$ cat config.mk
export PLATFORM = sky130hd
export DESIGN_NAME = aliased_register_bank
export DESIGN_NICKNAME = d
export VERILOG_FILES = /design/src/arb_pkg.sv /design/src/arb_access.sv /design/src/arb_regfile.sv /design/src/aliased_register_bank.sv
export SDC_FILE = /design/constraint.sdc
export NUM_CORES = 1
export LEC_CHECK = 0
export ABC_AREA = 1
export BUFFER_PORTS_ARGS = -buffer_cell sky130_fd_sc_hd__buf_4
export CORE_ASPECT_RATIO = 1.4
export CORE_MARGIN = 2
export CORE_UTILIZATION = 55
export DETAILED_ROUTE_END_ITERATION = 6
export PLACE_DENSITY = 0.76
export SYNTH_ARGS = -nofsm -noshare
export SYNTH_HDL_FRONTEND = slang
export SYNTH_SLANG_ARGS = --single-unit
$ cat constraint.sdc
create_clock -name clk -period 3.45 [get_ports clk]
set_input_delay 0 -clock clk [delete_from_list [all_inputs] [get_ports clk]]
set_output_delay 0 -clock clk [all_outputs]
set_load 0.05 [all_outputs]
$ cat src/arb_pkg.sv
// ----------------------------------------------------------------------------
// arb_pkg: shared definitions for the aliased register bank
// Operation codes, register bank geometry, alias identifiers and the write
// command that the access decoder hands to the register file.
// ----------------------------------------------------------------------------
`default_nettype none

package arb_pkg;

    localparam int unsigned NumRegs = 14;
    localparam int unsigned RegW    = 16;
    localparam int unsigned RegIdxW = 4;
    localparam int unsigned DataW   = 32;
    localparam int unsigned IdW     = 8;

    typedef enum logic [1:0] {
        OP_READ  = 2'd0,
        OP_WRITE = 2'd1,
        OP_CLEAR = 2'd2
    } op_t;

    localparam logic [IdW-1:0] ID_LOW_BYTES = 8'd32;
    localparam logic [IdW-1:0] ID_PAIR_4    = 8'd33;
    localparam logic [IdW-1:0] ID_HI_4      = 8'd34;
    localparam logic [IdW-1:0] ID_LO_4      = 8'd35;
    localparam logic [IdW-1:0] ID_HI_5      = 8'd36;
    localparam logic [IdW-1:0] ID_LO_5      = 8'd37;
    localparam logic [IdW-1:0] ID_PAIR_6    = 8'd38;
    localparam logic [IdW-1:0] ID_PAIR_8    = 8'd39;
    localparam logic [IdW-1:0] ID_PAIR_10   = 8'd40;
    localparam logic [IdW-1:0] ID_PAIR_12   = 8'd41;

    localparam logic [IdW-1:0] NarrowDirectMax = 8'd2;

    typedef logic [NumRegs-1:0][RegW-1:0] bank_t;

    typedef struct packed {
        logic [NumRegs-1:0] we_hi;
        logic [NumRegs-1:0] we_lo;
        bank_t              wdata;
    } wr_cmd_t;

endpackage : arb_pkg

`default_nettype wire

$ cat src/arb_access.sv
// ----------------------------------------------------------------------------
// arb_access: access decoder
// Decodes one operation against the current bank contents into a byte-wise
// write command, the read view and the unsupported flag.
// ----------------------------------------------------------------------------
`default_nettype none

module arb_access (
    input  wire logic [1:0]                 operation,
    input  wire logic [arb_pkg::IdW-1:0]    reg_id,
    input  wire logic [arb_pkg::DataW-1:0]  write_data,
    input  wire arb_pkg::bank_t             bank,
    output arb_pkg::wr_cmd_t                cmd,
    output logic [arb_pkg::DataW-1:0]       read_data,
    output logic                            unsupported
);

    logic                          is_direct;
    logic [arb_pkg::RegIdxW-1:0]   idx;
    arb_pkg::op_t                  op;
    logic [arb_pkg::DataW-1:0]     view;

    assign is_direct = (reg_id < arb_pkg::IdW'(arb_pkg::NumRegs));
    assign idx       = reg_id[arb_pkg::RegIdxW-1:0];
    assign op        = arb_pkg::op_t'(operation);

    always_comb
    begin
        unsupported = 1'b0;
        view        = '0;
        if (is_direct)
        begin
            view = {16'h0000, bank[idx]};
        end
        else
        begin
            unique case (reg_id)
                arb_pkg::ID_LOW_BYTES: view = {16'h0000, bank[0][7:0], bank[1][7:0]};
                arb_pkg::ID_PAIR_4:    view = {bank[4], bank[5]};
                arb_pkg::ID_HI_4:      view = {24'h000000, bank[4][15:8]};
                arb_pkg::ID_LO_4:      view = {24'h000000, bank[4][7:0]};
                arb_pkg::ID_HI_5:      view = {24'h000000, bank[5][15:8]};
                arb_pkg::ID_LO_5:      view = {24'h000000, bank[5][7:0]};
                arb_pkg::ID_PAIR_6:    view = {bank[6], bank[7]};
                arb_pkg::ID_PAIR_8:    view = {bank[8], bank[9]};
                arb_pkg::ID_PAIR_10:   view = {bank[10], bank[11]};
                arb_pkg::ID_PAIR_12:   view = {bank[12], bank[13]};
                default:               unsupported = 1'b1;
            endcase
        end
    end

    always_comb
    begin
        cmd       = '0;
        read_data = '0;
        unique case (op)
            arb_pkg::OP_READ:
            begin
                read_data = view;
            end
            arb_pkg::OP_WRITE:
            begin
                if (is_direct)
                begin
                    cmd.we_hi[idx] = 1'b1;
                    cmd.we_lo[idx] = 1'b1;
                    if (reg_id <= arb_pkg::NarrowDirectMax)
                    begin
                        cmd.wdata[idx] = {8'h00, write_data[7:0]};
                    end
                    else
                    begin
                        cmd.wdata[idx] = write_data[15:0];
                    end
                end
                else
                begin
                    unique case (reg_id)
                        arb_pkg::ID_LOW_BYTES:
                        begin
                            cmd.we_hi[1:0] = 2'b11;
                            cmd.we_lo[1:0] = 2'b11;
                            cmd.wdata[0]   = {8'h00, write_data[15:8]};
                            cmd.wdata[1]   = {8'h00, write_data[7:0]};
                        end
                        arb_pkg::ID_PAIR_4:
                        begin
                            cmd.we_hi[5:4] = 2'b11;
                            cmd.we_lo[5:4] = 2'b11;
                            cmd.wdata[4]   = write_data[31:16];
                            cmd.wdata[5]   = write_data[15:0];
                        end
                        arb_pkg::ID_HI_4:
                        begin
                            cmd.we_hi[4] = 1'b1;
                            cmd.wdata[4] = {write_data[7:0], 8'h00};
                        end
                        arb_pkg::ID_LO_4:
                        begin
                            cmd.we_lo[4] = 1'b1;
                            cmd.wdata[4] = {8'h00, write_data[7:0]};
                        end
                        arb_pkg::ID_HI_5:
                        begin
                            cmd.we_hi[5] = 1'b1;
                            cmd.wdata[5] = {write_data[7:0], 8'h00};
                        end
                        arb_pkg::ID_LO_5:
                        begin
                            cmd.we_lo[5] = 1'b1;
                            cmd.wdata[5] = {8'h00, write_data[7:0]};
                        end
                        arb_pkg::ID_PAIR_6:
                        begin
                            cmd.we_hi[7:6] = 2'b11;
                            cmd.we_lo[7:6] = 2'b11;
                            cmd.wdata[6]   = write_data[31:16];
                            cmd.wdata[7]   = write_data[15:0];
                        end
                        arb_pkg::ID_PAIR_8:
                        begin
                            cmd.we_hi[9:8] = 2'b11;
                            cmd.we_lo[9:8] = 2'b11;
                            cmd.wdata[8]   = write_data[31:16];
                            cmd.wdata[9]   = write_data[15:0];
                        end
                        arb_pkg::ID_PAIR_10:
                        begin
                            cmd.we_hi[11:10] = 2'b11;
                            cmd.we_lo[11:10] = 2'b11;
                            cmd.wdata[10]    = write_data[31:16];
                            cmd.wdata[11]    = write_data[15:0];
                        end
                        arb_pkg::ID_PAIR_12:
                        begin
                            cmd.we_hi[13:12] = 2'b11;
                            cmd.we_lo[13:12] = 2'b11;
                            cmd.wdata[12]    = write_data[31:16];
                            cmd.wdata[13]    = write_data[15:0];
                        end
                        default:
                        begin
                            cmd = '0;
                        end
                    endcase
                end
            end
            arb_pkg::OP_CLEAR:
            begin
                cmd.we_hi = '1;
                cmd.we_lo = '1;
            end
            default:
            begin
                cmd = '0;
            end
        endcase
    end

endmodule : arb_access

`default_nettype wire

$ cat src/arb_regfile.sv
// ----------------------------------------------------------------------------
// arb_regfile: register storage
// Fourteen 16-bit flip-flop registers with separate high and low byte
// write enables, cleared by reset.
// ----------------------------------------------------------------------------
`default_nettype none

module arb_regfile (
    input  wire logic              clk,
    input  wire logic              rst_n,
    input  wire logic              wr_en,
    input  wire arb_pkg::wr_cmd_t  cmd,
    output arb_pkg::bank_t         bank
);

    arb_pkg::bank_t bank_reg;
    arb_pkg::bank_t bank_next;

    always_comb
    begin
        bank_next = bank_reg;
        for (int i = 0; i < arb_pkg::NumRegs; i++)
        begin
            if (wr_en && cmd.we_hi[i])
            begin
                bank_next[i][15:8] = cmd.wdata[i][15:8];
            end
            if (wr_en && cmd.we_lo[i])
            begin
                bank_next[i][7:0] = cmd.wdata[i][7:0];
            end
        end
    end

    always_ff @(posedge clk or negedge rst_n)
    begin
        if (!rst_n)
        begin
            bank_reg <= '0;
        end
        else
        begin
            bank_reg <= bank_next;
        end
    end

    assign bank = bank_reg;

endmodule : arb_regfile

`default_nettype wire

$ cat src/aliased_register_bank.sv
// ----------------------------------------------------------------------------
// aliased_register_bank: fourteen 16-bit registers with aliased views
// Input register, one execute step against the flop bank, result register.
// ----------------------------------------------------------------------------
// Each transfer on the input channel is a read, write or clear-all and yields
// exactly one result transfer. The block takes one transfer per cycle while
// the output is not stalled. Each access is latched in the input register,
// then executed against the flop bank into the result register, which
// presents the result. Reads always see every earlier write, and a stalled
// output holds the pipeline without losing transfers.
`default_nettype none

module aliased_register_bank (
    input  wire logic                        clk,
    input  wire logic                        rst_n,
    input  wire logic                        in_valid,
    output logic                             in_ready,
    input  wire logic [1:0]                  operation,
    input  wire logic [arb_pkg::IdW-1:0]     reg_id,
    input  wire logic [arb_pkg::DataW-1:0]   write_data,
    output logic                             out_valid,
    input  wire logic                        out_ready,
    output logic [arb_pkg::DataW-1:0]        read_data,
    output logic                             unsupported
);

    logic                        in_valid_reg;
    logic [1:0]                  op_reg;
    logic [arb_pkg::IdW-1:0]     id_reg;
    logic [arb_pkg::DataW-1:0]   data_reg;
    logic                        out_valid_reg;
    logic [arb_pkg::DataW-1:0]   read_data_reg;
    logic                        unsupported_reg;

    logic                        exec_ready;
    logic                        exec_fire;
    arb_pkg::bank_t              bank;
    arb_pkg::wr_cmd_t            cmd;
    logic [arb_pkg::DataW-1:0]   read_data_next;
    logic                        unsupported_next;

    assign exec_ready = !out_valid_reg || out_ready;
    assign exec_fire  = in_valid_reg && exec_ready;
    assign in_ready   = !in_valid_reg || exec_ready;

    always_ff @(posedge clk or negedge rst_n)
    begin
        if (!rst_n)
        begin
            in_valid_reg  <= 1'b0;
            out_valid_reg <= 1'b0;
        end
        else
        begin
            if (in_ready)
            begin
                in_valid_reg <= in_valid;
            end
            if (exec_ready)
            begin
                out_valid_reg <= in_valid_reg;
            end
        end
    end

    always_ff @(posedge clk)
    begin
        if (in_valid && in_ready)
        begin
            op_reg   <= operation;
            id_reg   <= reg_id;
            data_reg <= write_data;
        end
        if (exec_fire)
        begin
            read_data_reg   <= read_data_next;
            unsupported_reg <= unsupported_next;
        end
    end

    arb_access u_access (
        .operation   (op_reg),
        .reg_id      (id_reg),
        .write_data  (data_reg),
        .bank        (bank),
        .cmd         (cmd),
        .read_data   (read_data_next),
        .unsupported (unsupported_next)
    );

    arb_regfile u_regfile (
        .clk   (clk),
        .rst_n (rst_n),
        .wr_en (exec_fire),
        .cmd   (cmd),
        .bank  (bank)
    );

    assign out_valid   = out_valid_reg;
    assign read_data   = read_data_reg;
    assign unsupported = unsupported_reg;

    a_clear_zeroes_bank: assert property (@(posedge clk) disable iff (!rst_n)
        exec_fire && (op_reg == arb_pkg::OP_CLEAR) |=> (bank == '0))
        else $error("Clear did not zero the register bank.");

    a_nonread_returns_zero: assert property (@(posedge clk) disable iff (!rst_n)
        exec_fire && (op_reg != arb_pkg::OP_READ) |=> (read_data == '0))
        else $error("A non-read transfer returned nonzero data.");

    a_unsupported_no_change: assert property (@(posedge clk) disable iff (!rst_n)
        exec_fire && unsupported_next && (op_reg != arb_pkg::OP_CLEAR)
        |=> $stable(bank))
        else $error("An unsupported ID changed the register bank.");

    a_stall_blocks_input: assert property (@(posedge clk) disable iff (!rst_n)
        in_valid_reg && out_valid_reg && !out_ready |-> !in_ready)
        else $error("Input accepted while the pipeline was full and stalled.");

endmodule : aliased_register_bank

`default_nettype wire
Word-level counts from Yosys, hierarchy flattened
Index checks and enable logic that the tools add are counted.
{"block": "word_totals", "reg_bits": 301, "latchBits": 0, "ramBits": 0, "rom_bits": 0, "input_bits": 46, "out_inout_bits": 35, "elab_cells": 126, "memories": 0}
{"block": "op_classes", "addsub": 0, "multipliers": 0, "div": 0, "magnitude_cmp": 4, "eq_ne": 12, "n_shift": 0, "mux": 29, "n_bitwise": 3, "reduce_logical": 42}
{"cell": "$mux 224", "n": 2}
{"cell": "$pmux 32 s10", "n": 1}
{"cell": "$mux 252", "n": 1}
{"cell": "$and 216x224->224", "n": 1}
{"cell": "$and 224x224->224", "n": 1}
{"cell": "$mux 32", "n": 4}
{"cell": "$pmux 16 s3", "n": 2}
{"cell": "$eq 8x6->1 const B", "n": 10}
{"cell": "$bmux 16 s4", "n": 1}
{"cell": "$demux 16 s4", "n": 1}
{"cell": "$pmux 28 s2", "n": 1}
{"cell": "$mux 16", "n": 3}
{"cell": "$logic_and 1x1->1", "n": 31}
{"cell": "$mux 24", "n": 1}
{"cell": "$mux 2", "n": 5}
{"cell": "$reduce_or 10->1", "n": 1}
{"cell": "$reduce_or 2->1", "n": 5}
{"cell": "$le 8x2->1 const B", "n": 1}
{"cell": "$lt 8x4->1 const B", "n": 1}
{"cell": "$mux 1", "n": 6}
{"cell": "$lt 4x5->1 const B", "n": 1}
{"cell": "$demux 1 s4", "n": 1}
{"cell": "$ge 4x1->1 const B", "n": 1}
{"cell": "$eq 2x1->1 const B", "n": 1}
{"cell": "5 further kinds", "n": 7}

Logic depth before layout (Yosys ltp)
Gate-level depths: netlist of the first run.
{"block": "logic_depth", "word_depth": 9, "depth_mapped": 13, "depth_no_buf": 11}

Hierarchy
From an unflattened synthesis of the first run, not the netlist that was laid out.
{"block": "unflattened", "cells_unflattened": 2695, "area_unflattened_um2": 18301.3}
{"module": "arb_regfile", "instances": 1, "cells_each": 980, "area_per_inst_um2": 8938.6, "seq_area_each_um2": 5605.4}
{"module": "arb_access", "instances": 1, "cells_each": 1628, "area_per_inst_um2": 7015.5, "seq_area_each_um2": 0.0}
{"module": "aliased_register_bank", "instances": 1, "cells_each": 87, "area_per_inst_um2": 2347.3, "seq_area_each_um2": 2302.2}

Least setup slack after synthesis of the first run
No wires, ideal clock.
{"block": "synth_path", "path_kind": "register to register", "from": "reg out_valid_reg (netlist: out_valid)", "to": "reg u_regfile.bank_reg (netlist bit u_regfile.bank[119])", "setup_time_ps": 131, "t_arrival_ps": 3876, "required_ps": 3319, "setup_slack_ps": -557, "path_stages_with_launch": 9, "path_buffers": 2, "synth_period_minus_slack_ps": 4007, "path_cell_list": "dfrtp_1 > a21oi_1 > nand2_1 > clkinv_1 > buf_2 > nand3_1 > buf_2 > nand3_1 > o21ai_1"}
{"block": "synth_via", "elab_chain_len": 4}
{"element": "from (decl)", "line": "aliased_register_bank.sv:31", "source": "logic out_valid_reg;"}
{"element": "from (signal assigned)", "line": "aliased_register_bank.sv:61", "source": "out_valid_reg <= in_valid_reg;"}
{"element": "$logic_not 1->1", "line": "aliased_register_bank.sv:42", "source": "assign exec_ready = !out_valid_reg || out_ready;"}
{"element": "$logic_or 1x1->1", "line": "aliased_register_bank.sv:42"}
{"element": "$logic_and 1x1->1", "line": "aliased_register_bank.sv:43", "source": "assign exec_fire = in_valid_reg && exec_ready;"}
{"element": "net exec_fire", "line": "aliased_register_bank.sv:36", "source": "logic exec_fire;"}
{"element": "$logic_and 1x1->1", "line": "arb_regfile.sv:28", "source": "if (wr_en && cmd.we_lo[i])"}
{"element": "to (signal assigned)", "line": "arb_regfile.sv:43", "source": "bank_reg <= bank_next;"}
{"element": "to (decl)", "line": "arb_regfile.sv:16", "source": "arb_pkg::bank_t bank_reg;"}
The timed path passes the listed nets, and every way through them passes these cells.
A chain may end at the register's enable or synchronous reset.

Final worst setup path of the first run
{"block": "layout_path", "from": "reg op_reg[0]", "to": "reg u_regfile.bank_reg (netlist bit u_regfile.bank[53])"}
{"block": "layout_via", "elab_chain_len": 3, "word_cells_on_any_way": 5, "cone_classes": "eq/ne: 2; mux: 2; reduce/logical: 1"}
{"element": "from (decl)", "line": "aliased_register_bank.sv:28", "source": "logic [1:0] op_reg;"}
{"element": "from (signal assigned)", "line": "aliased_register_bank.sv:70", "source": "op_reg <= operation;"}
{"element": "$eq 2x2->1 / $eq 2x1->1 (equally long branches)", "line": "arb_access.sv:57", "source": "unique case (op)"}
{"element": "$pmux 28 s2", "line": "arb_access.sv:57"}
{"element": "$logic_and 1x1->1", "line": "arb_regfile.sv:28"}
Several ways; a longest one is shown, not always the timed one.

==> impl_results.md, run 1 <==
* PwrDens at 471.4 nW/um^2
* Minimum clock period at 2.959 ns
* Synth top cells by count: nand2_1 (735), dfrtp_1 (226), nand3_1 (221)
* Setup_tns at 0 ns
* Worst-Margin Slew at 0.9374 ns
* Max-slew headroom at a little under two fifths
* Final hold vios at 6
* Placed cell area at between 15000 and 20000 um^2
* Status: finished with violations
* Synth Net Count at ~2300
* Die X at around 150 um
* DRT iter0 DRCs at 2253
* Via/cell ratio at 6.144
* Die area at around 31000 um^2
* Met3 Track Usage GR at 8.857%
* Register area at 7908 um^2
* CP required at 3.93 ns
* Final setup skew at roughly 0.027 ns
* Final Max Slew Viols at 0
* Yosys top cell by area: dfrtp_1
* Count leader, synth: nand2_1
* Register area share after synthesis at about half
* Worst reg-to-reg path cell count at 7
* Number of flops mapped to enable cells by yosys at between 70 and 80
* Synth top area cells: dfrtp_1 (35%), nand2_1 (17%), edfxtp_1 (14%), nand3_1 (6.8%), o21ai_0 (5.6%)
* Via count at 16840
* Cell area after layout at 18940 um^2
* Top_reg_cell synth: dfrtp_1
* Place WS at 0.6086 ns
* Area of the multi-input gates at 7154 um^2
* Met2 Usage GRT at between 60 and 70%
* Clock root cell: clkbuf_16
* Total Routed Length at about 66000 um
* Final setup vio count at 0
* Drt drc at 0
* CP Max Fanout at 16
* CP Class: reg2reg
* Clk sink count at 301
* Synth Warn # at 0
* Largest net degree at the start of global routing at 78
* DR WL/cell at 24.12 um
* # port buffers at 80
* Number of global-route vias before repair at approximately 16000
* TritonCTS Buffers at 30
* Syn_area_per_cell at 7.283 um^2
* Syn-to-layout area delta at 16.64%
* Setup ws final at between 0.4 and 0.5 ns
* FILL cells at 2586
* Cell row count at 74
* Synth Cell Area at 16240 um^2
* Clock transition at path regs at 0.07 ns
* Fin util at ~65%
* Die Span Y at just over 200 um
* Failing checks: negative hold slack
* Final Power at 0.008929 W
* Core footprint at 29170 um^2
* H-tree depth at 1
* CTS tree: yes
* Synth top area share at between 30% and 40%
* Arr. time, crit path at around 3.4 ns
* Final Wtd Congestion at 1.053
* Number of detailed-routing iterations run before antenna repair at 6
* Hold Slack at -0.02492 ns
* IO Pins at 81
* GR peak layer: met2
* Nets at 2386
* Setup Buffers After CTS at 0
* Grt met1 use at 55.55%
* RSZ-0062 raised after global routing: no
* Peak VDD IR at ~0.00056 V
* Initial Util at 55.68%
* GRT overflow at 0
* Max Cap Viol at 0
* Clock latency on the worst-skew pair at 0.61 ns
* First-pass GRT wire length at 98060 um
* Layout cells sized above 1 at just under 10%
* Leakage at 8.979 nW
* Maximum clock path buffer count at 3
* Fmax at 0.3379 GHz
* Crit. End Element: flop
* N_diodes at 0
* GRT Util Overall at 42.83%
* Number of library cell types mapped by synthesis at 29
* Antenna violations before repair at 1
* Mapped Cells at roughly 2200
* Largest register FFs at 224
* Post-DP HPWL at 48230 um
* Post-DRT Antenna Nets at 0
* Worst Hold Class: in2async
* Ys async rst share at 75.08%
* Synthesized flop and latch total at 301
* Crit path launch type: flop
* Final period utilization at 85.78%
-- timing repair --
item / 4_1_cts / 5_1_grt
hold buffers: 47 / 0
resized for setup: 0 / 0
endpoints found under the hold margin: 270 / 0
endpoints found under the setup margin: 0 / 0
-- metal layers --
metal	wire [um]	up-vias
li1	-	7484
met1	23750	7897
met2	30060	1176
met3	7384	283
met4	4923	0
met5	0	-
-- kinds of logic (layout without fill, tap and decap cells) --
family	count (synthesis)	count (layout)	share of synthesized area (%)
and+or+nand+nor	1215	1215	30.57
AOI/OAI and AO/OA	393	393	12.98
buffers and inverters	318	449	7.527
DFF	301	301	48.69
adders and majority gates	3	3	0.2311
-- through the flow --
stage / instances / hold slack [ns]
after floorplan: 2230 / -0.2956
after global placement: 2638 / 0.01873
after CTS: 2741 / 0.007666
after detailed placement: 2638 / 0.01633
after global routing: 2741 / 0.03364
final: 2741 / -0.02492
-- power by group --
group / internal [W] / switching, W
clock: 0.00205 / 0.00151
sequential: 0.00395 / 0.000209
combinational: 0.000338 / 0.000877
total: 0.00634 / 0.00259
-- final timing paths --
check	end	from	slack (ns)
setup / recovery	u_regfile.bank[53]	op_reg[0]	0.49
hold / removal	u_regfile.bank[55]	rst_n	-0.02
setup reg to reg	u_regfile.bank[53]	op_reg[0]	0.49
hold reg to reg	u_regfile.bank[31]	u_regfile.bank[31]	0.49
max in group asynchronous	u_regfile.bank[69]	rst_n	2.61
min in group clk	data_reg[31]	write_data[31]	0.11
-- critical path: stages, from the launching register on --
cell and delay [ns]:
edfxtp_1 0.39, inv_1 0.10, ha_1 0.23, nand2_1 0.28
clkinv_1 0.61, nand3_1 0.41, nand2_1 0.50, o22ai_1 0.32
-- area by class of cell --
class	instances	area share, %
clock buffer	43	4.762
clock inverter	13	0.8124
inverter	207	4.108
multi-input combinational	1611	37.77
sequential	301	41.74
tap	380	2.510
timing repair buffer	186	8.296
-- cell usage in the layout, fill, tap and decap left out, types with 2 or more instances in the layout --
cell,n
a21oi_1,49
a22oi_1,19
and2_1,4
buf_12,4
buf_4,134
bufinv_16,3
clkbuf_1,5
clkbuf_16,32
clkbuf_8,6
clkinv_1,2
clkinv_2,5
dfrtp_1,226
dlygate4sd3_1,47
edfxtp_1,75
ha_1,3
inv_1,193
inv_2,11
inv_4,3
nand2_1,735
nand2_2,3
nand3_1,220
nand3_2,4
nand4_1,14
nor2_1,212
nor2_2,8
nor2_4,6
nor3_1,8
o211ai_1,5
o21ai_0,181
o21ai_1,80
o21bai_1,3
o22ai_1,53
No activity file was read; power rests on OpenSTA's default activity.
==> run 2: changes to the inputs <==
--- a/config.mk
+++ b/config.mk
@@ -5,7 +5,6 @@
 export SDC_FILE = /design/constraint.sdc
 export NUM_CORES = 1
 export LEC_CHECK = 0
-export ABC_AREA = 1
 export BUFFER_PORTS_ARGS = -buffer_cell sky130_fd_sc_hd__buf_4
 export CORE_ASPECT_RATIO = 1.4
 export CORE_MARGIN = 2
==> impl_results.md, run 2 <==
* Status: finished with violations
* Failing checks: design-rule violations
* Sw power at 0.002120 W
* Commonest non-fill, non-tap cells in the layout: dfrtp_1 (226), buf_4 (153), o21ai_0 (131), nand2_1 (116), a22oi_1 (110)
* CP Max Fanout at 17
* Die X at 144.3 um
* Clk sink count at 301
* Mapped Cells at 1363
* Synth top area share at about 37%
* Die area at 28900 um^2
* Worst Hold Class: in2async
* Worst-Margin Slew at a little over 1 ns
* Number of detailed-routing iterations run before antenna repair at 7
* Synth top area cells: dfrtp_1 (37%), edfxtp_1 (15%), mux4_2 (7.0%), a22oi_1 (5.5%), o21ai_0 (4.3%)
* Area of the multi-input gates at 6650 um^2
* Leakage at 7.140 nW
* Met3 Track Usage GR at between 10% and 20%
* Max Cap Viol at 0
* PwrDens at around 450 nW/um^2
* Final period utilization at 87.70%
* Setup_tns at 0 ns
* Syn-to-layout area delta at 17.82%
* Clock latency on the worst-skew pair at 0.59 ns
* Setup Buffers After CTS at 0
* CP Buf/Inv Count at 2
* Maximum clock path buffer count at 3
* Sequential share of power at 48.6%
* RSZ-0062 raised after global routing: no
* Syn_area_per_cell at 11.11 um^2
* Switching part of the total power at 26.17%
* Cell row count at slightly above 70
* Crit. End Element: flop
* Via/cell ratio at 7.270
* Synthesized flop and latch total at 301
* Post-synthesis mux area share at 8.227%
* DRT iter0 DRCs at 2043
* Combinational Power Share at under 10%
* Most common cell after layout, fill and taps aside: dfrtp_1
* Critical-path top delay cell: edfxtp_1
* Number of global-route vias before repair at 13170
* Final setup skew at 0.01601 ns
* Number of flops mapped to enable cells by yosys at 75
* Final Wtd Congestion at 1.061
* Largest net degree at the start of global routing at ~110
* H-tree depth at 1
* First-pass GRT wire length at 89820 um
* Cell area after layout at 17850 um^2
* Final Max Slew Viols at 0
* Largest register FFs at between 200 and 250
* Placed cell area at 16380 um^2
* Core footprint at 27010 um^2
* Hold Slack at approximately 0.05 ns
* Count leader, synth: dfrtp_1
* Nets at 1519
* Arr. time, crit path at 3.51 ns
* Int Power at 0.005983 W
* Post-DP HPWL at 41930 um
* CP Class: reg2reg
* GRT overflow at 0
* Top_reg_cell synth: dfrtp_1
* CP max stage delay at 0.68 ns
* GR peak layer: met2
* Synth Warn # at 0
* Largest family of logic cells by synthesized area: compound AO/OA/AOI/OAI gates
* Synth Area in Compound Gates at a little under a quarter
* Synth Cell Area at 15150 um^2
* Synth Net Count at 1412
* CP required at 3.94 ns
* Fin util at between 60% and 70%
* FILL cells at 2140
* Post-Synth Simple-Gate Area at 12.13%
* Drt drc at 35
* Clock power share at 41.9%
* Clock transition at path regs at 0.06 ns
* Clock root cell: clkbuf_16
* Die Span Y at 200.4 um
* Worst path depth at 7
* TritonCTS Buffers at 30
* Post-DRT Antenna Nets at 0
* Peak VDD IR at around 0.00047 V
* GRT Util Overall at 43.20%
* Fmax at between 0.3 and 0.4 GHz
* Layout cells sized above 1 at approximately a fifth
* Final setup vio count at 0
* CTS tree: yes
* Worst reg-to-reg path cell count at 7
* CTS resizes at 0
* Ys async rst share at around three quarters
* Yosys top cell by area: dfrtp_1
* Register area share after synthesis at 52.20%
* Synth Area in XOR/XNOR at less than 1%
* Grt met1 use at 52.61%
* IO Pins at 81
* Final hold vios at 0
* Number of library cell types mapped by synthesis at between 70 and 80
* Via count at 13520
* Initial Util at 56.09%
* Max-slew headroom at 32.33%
* Synth top cells by count: dfrtp_1 (226), o21ai_0 (131), nand2_1 (117)
* Minimum clock period at 3.026 ns
* Total Routed Length at 60910 um
* CP Cell Sequence: buf_4 -> nand3_1 -> and3_1 -> o2111ai_2 -> buf_4 -> nand3_1 -> o21ai_0
* Register area at 7908 um^2
* Crit-path leading delay family: simple AND/OR/NAND/NOR gates
* Post-Synth Adder-Cell Area at 0.3139%
* Met2 Usage GRT at 66.02%
* # port buffers at 80
* DR WL/cell at 32.75 um
* Antenna violations before repair at 4
* Crit path launch type: flop
## run 2: metrics by stage
stage	worst slack, ns	cells	total power (W)
CTS	0.5096	1859	0.008067
global route	0.3341	1859	0.008285
floorplan	0.7591	1363	0.004320
detailed placement	0.5591	1758	0.004700
finish	0.4244	1860	0.008103
global placement	0.6121	1758	0.004693
## run 2: path summary, 6_finish.rpt
| kind | start | end | slack (ns) |
|---|---|---|---|
| setup / recovery | id_reg[3] | u_regfile.bank[118] | 0.42 |
| min in group clk | write_data[25] | data_reg[25] | 0.13 |
| hold / removal | rst_n | u_regfile.bank[51] | 0.05 |
| setup reg to reg | id_reg[3] | u_regfile.bank[118] | 0.42 |
| max in group asynchronous | rst_n | u_regfile.bank[201] | 2.56 |
| hold reg to reg | u_regfile.bank[10] | u_regfile.bank[10] | 0.49 |
## run 2: what timing repair did
| item | in CTS | in global routing |
|---|---|---|
| hold buffers | 45 | 0 |
| hold endpoints to repair | 146 | 0 |
| setup endpoints to repair | 0 | 0 |
## run 2: final cells by class
cell class / count / share of cell area [%]
well taps: 365 / 2.559
clock inverters: 11 / 0.6450
clock buffers: 45 / 5.048
repair buffers: 206 / 9.829
diodes: 1 / 0.01402
multi-input cells: 915 / 37.26
inverters: 16 / 0.3365
flip-flops and latches: 301 / 44.31
## run 2: power by group through the flow
stage	Sequential, W	Combinational, W	Clock (W)
global placement	0.00399	0.000707	0
floorplan	0.00397	0.000350	0
finish	0.00394	0.000769	0.00340
global route	0.00394	0.000810	0.00354
detailed placement	0.00399	0.000713	0
CTS	0.00392	0.000753	0.00339
## run 2: per-layer routing
metal | vias to the layer above | part of all wire [%] | wire length, um
met1 | 6485 | 32 | 19670
met4 | 6 | 10 | 6093
met5 | - | 0.092 | 56
met2 | 1157 | 46 | 27740
met3 | 342 | 12 | 7346
li1 | 5532 | - | -
## run 2: kinds of logic (layout without fill, tap and decap cells)
group	after synthesis	in the layout
muxes	64	64
adders and majority gates	4	4
buffers and inverters	147	278
other	0	1
and+or+nand+nor	355	355
AOI/OAI and AO/OA	490	490
xor gates and xnor gates	2	2
DFF	301	301
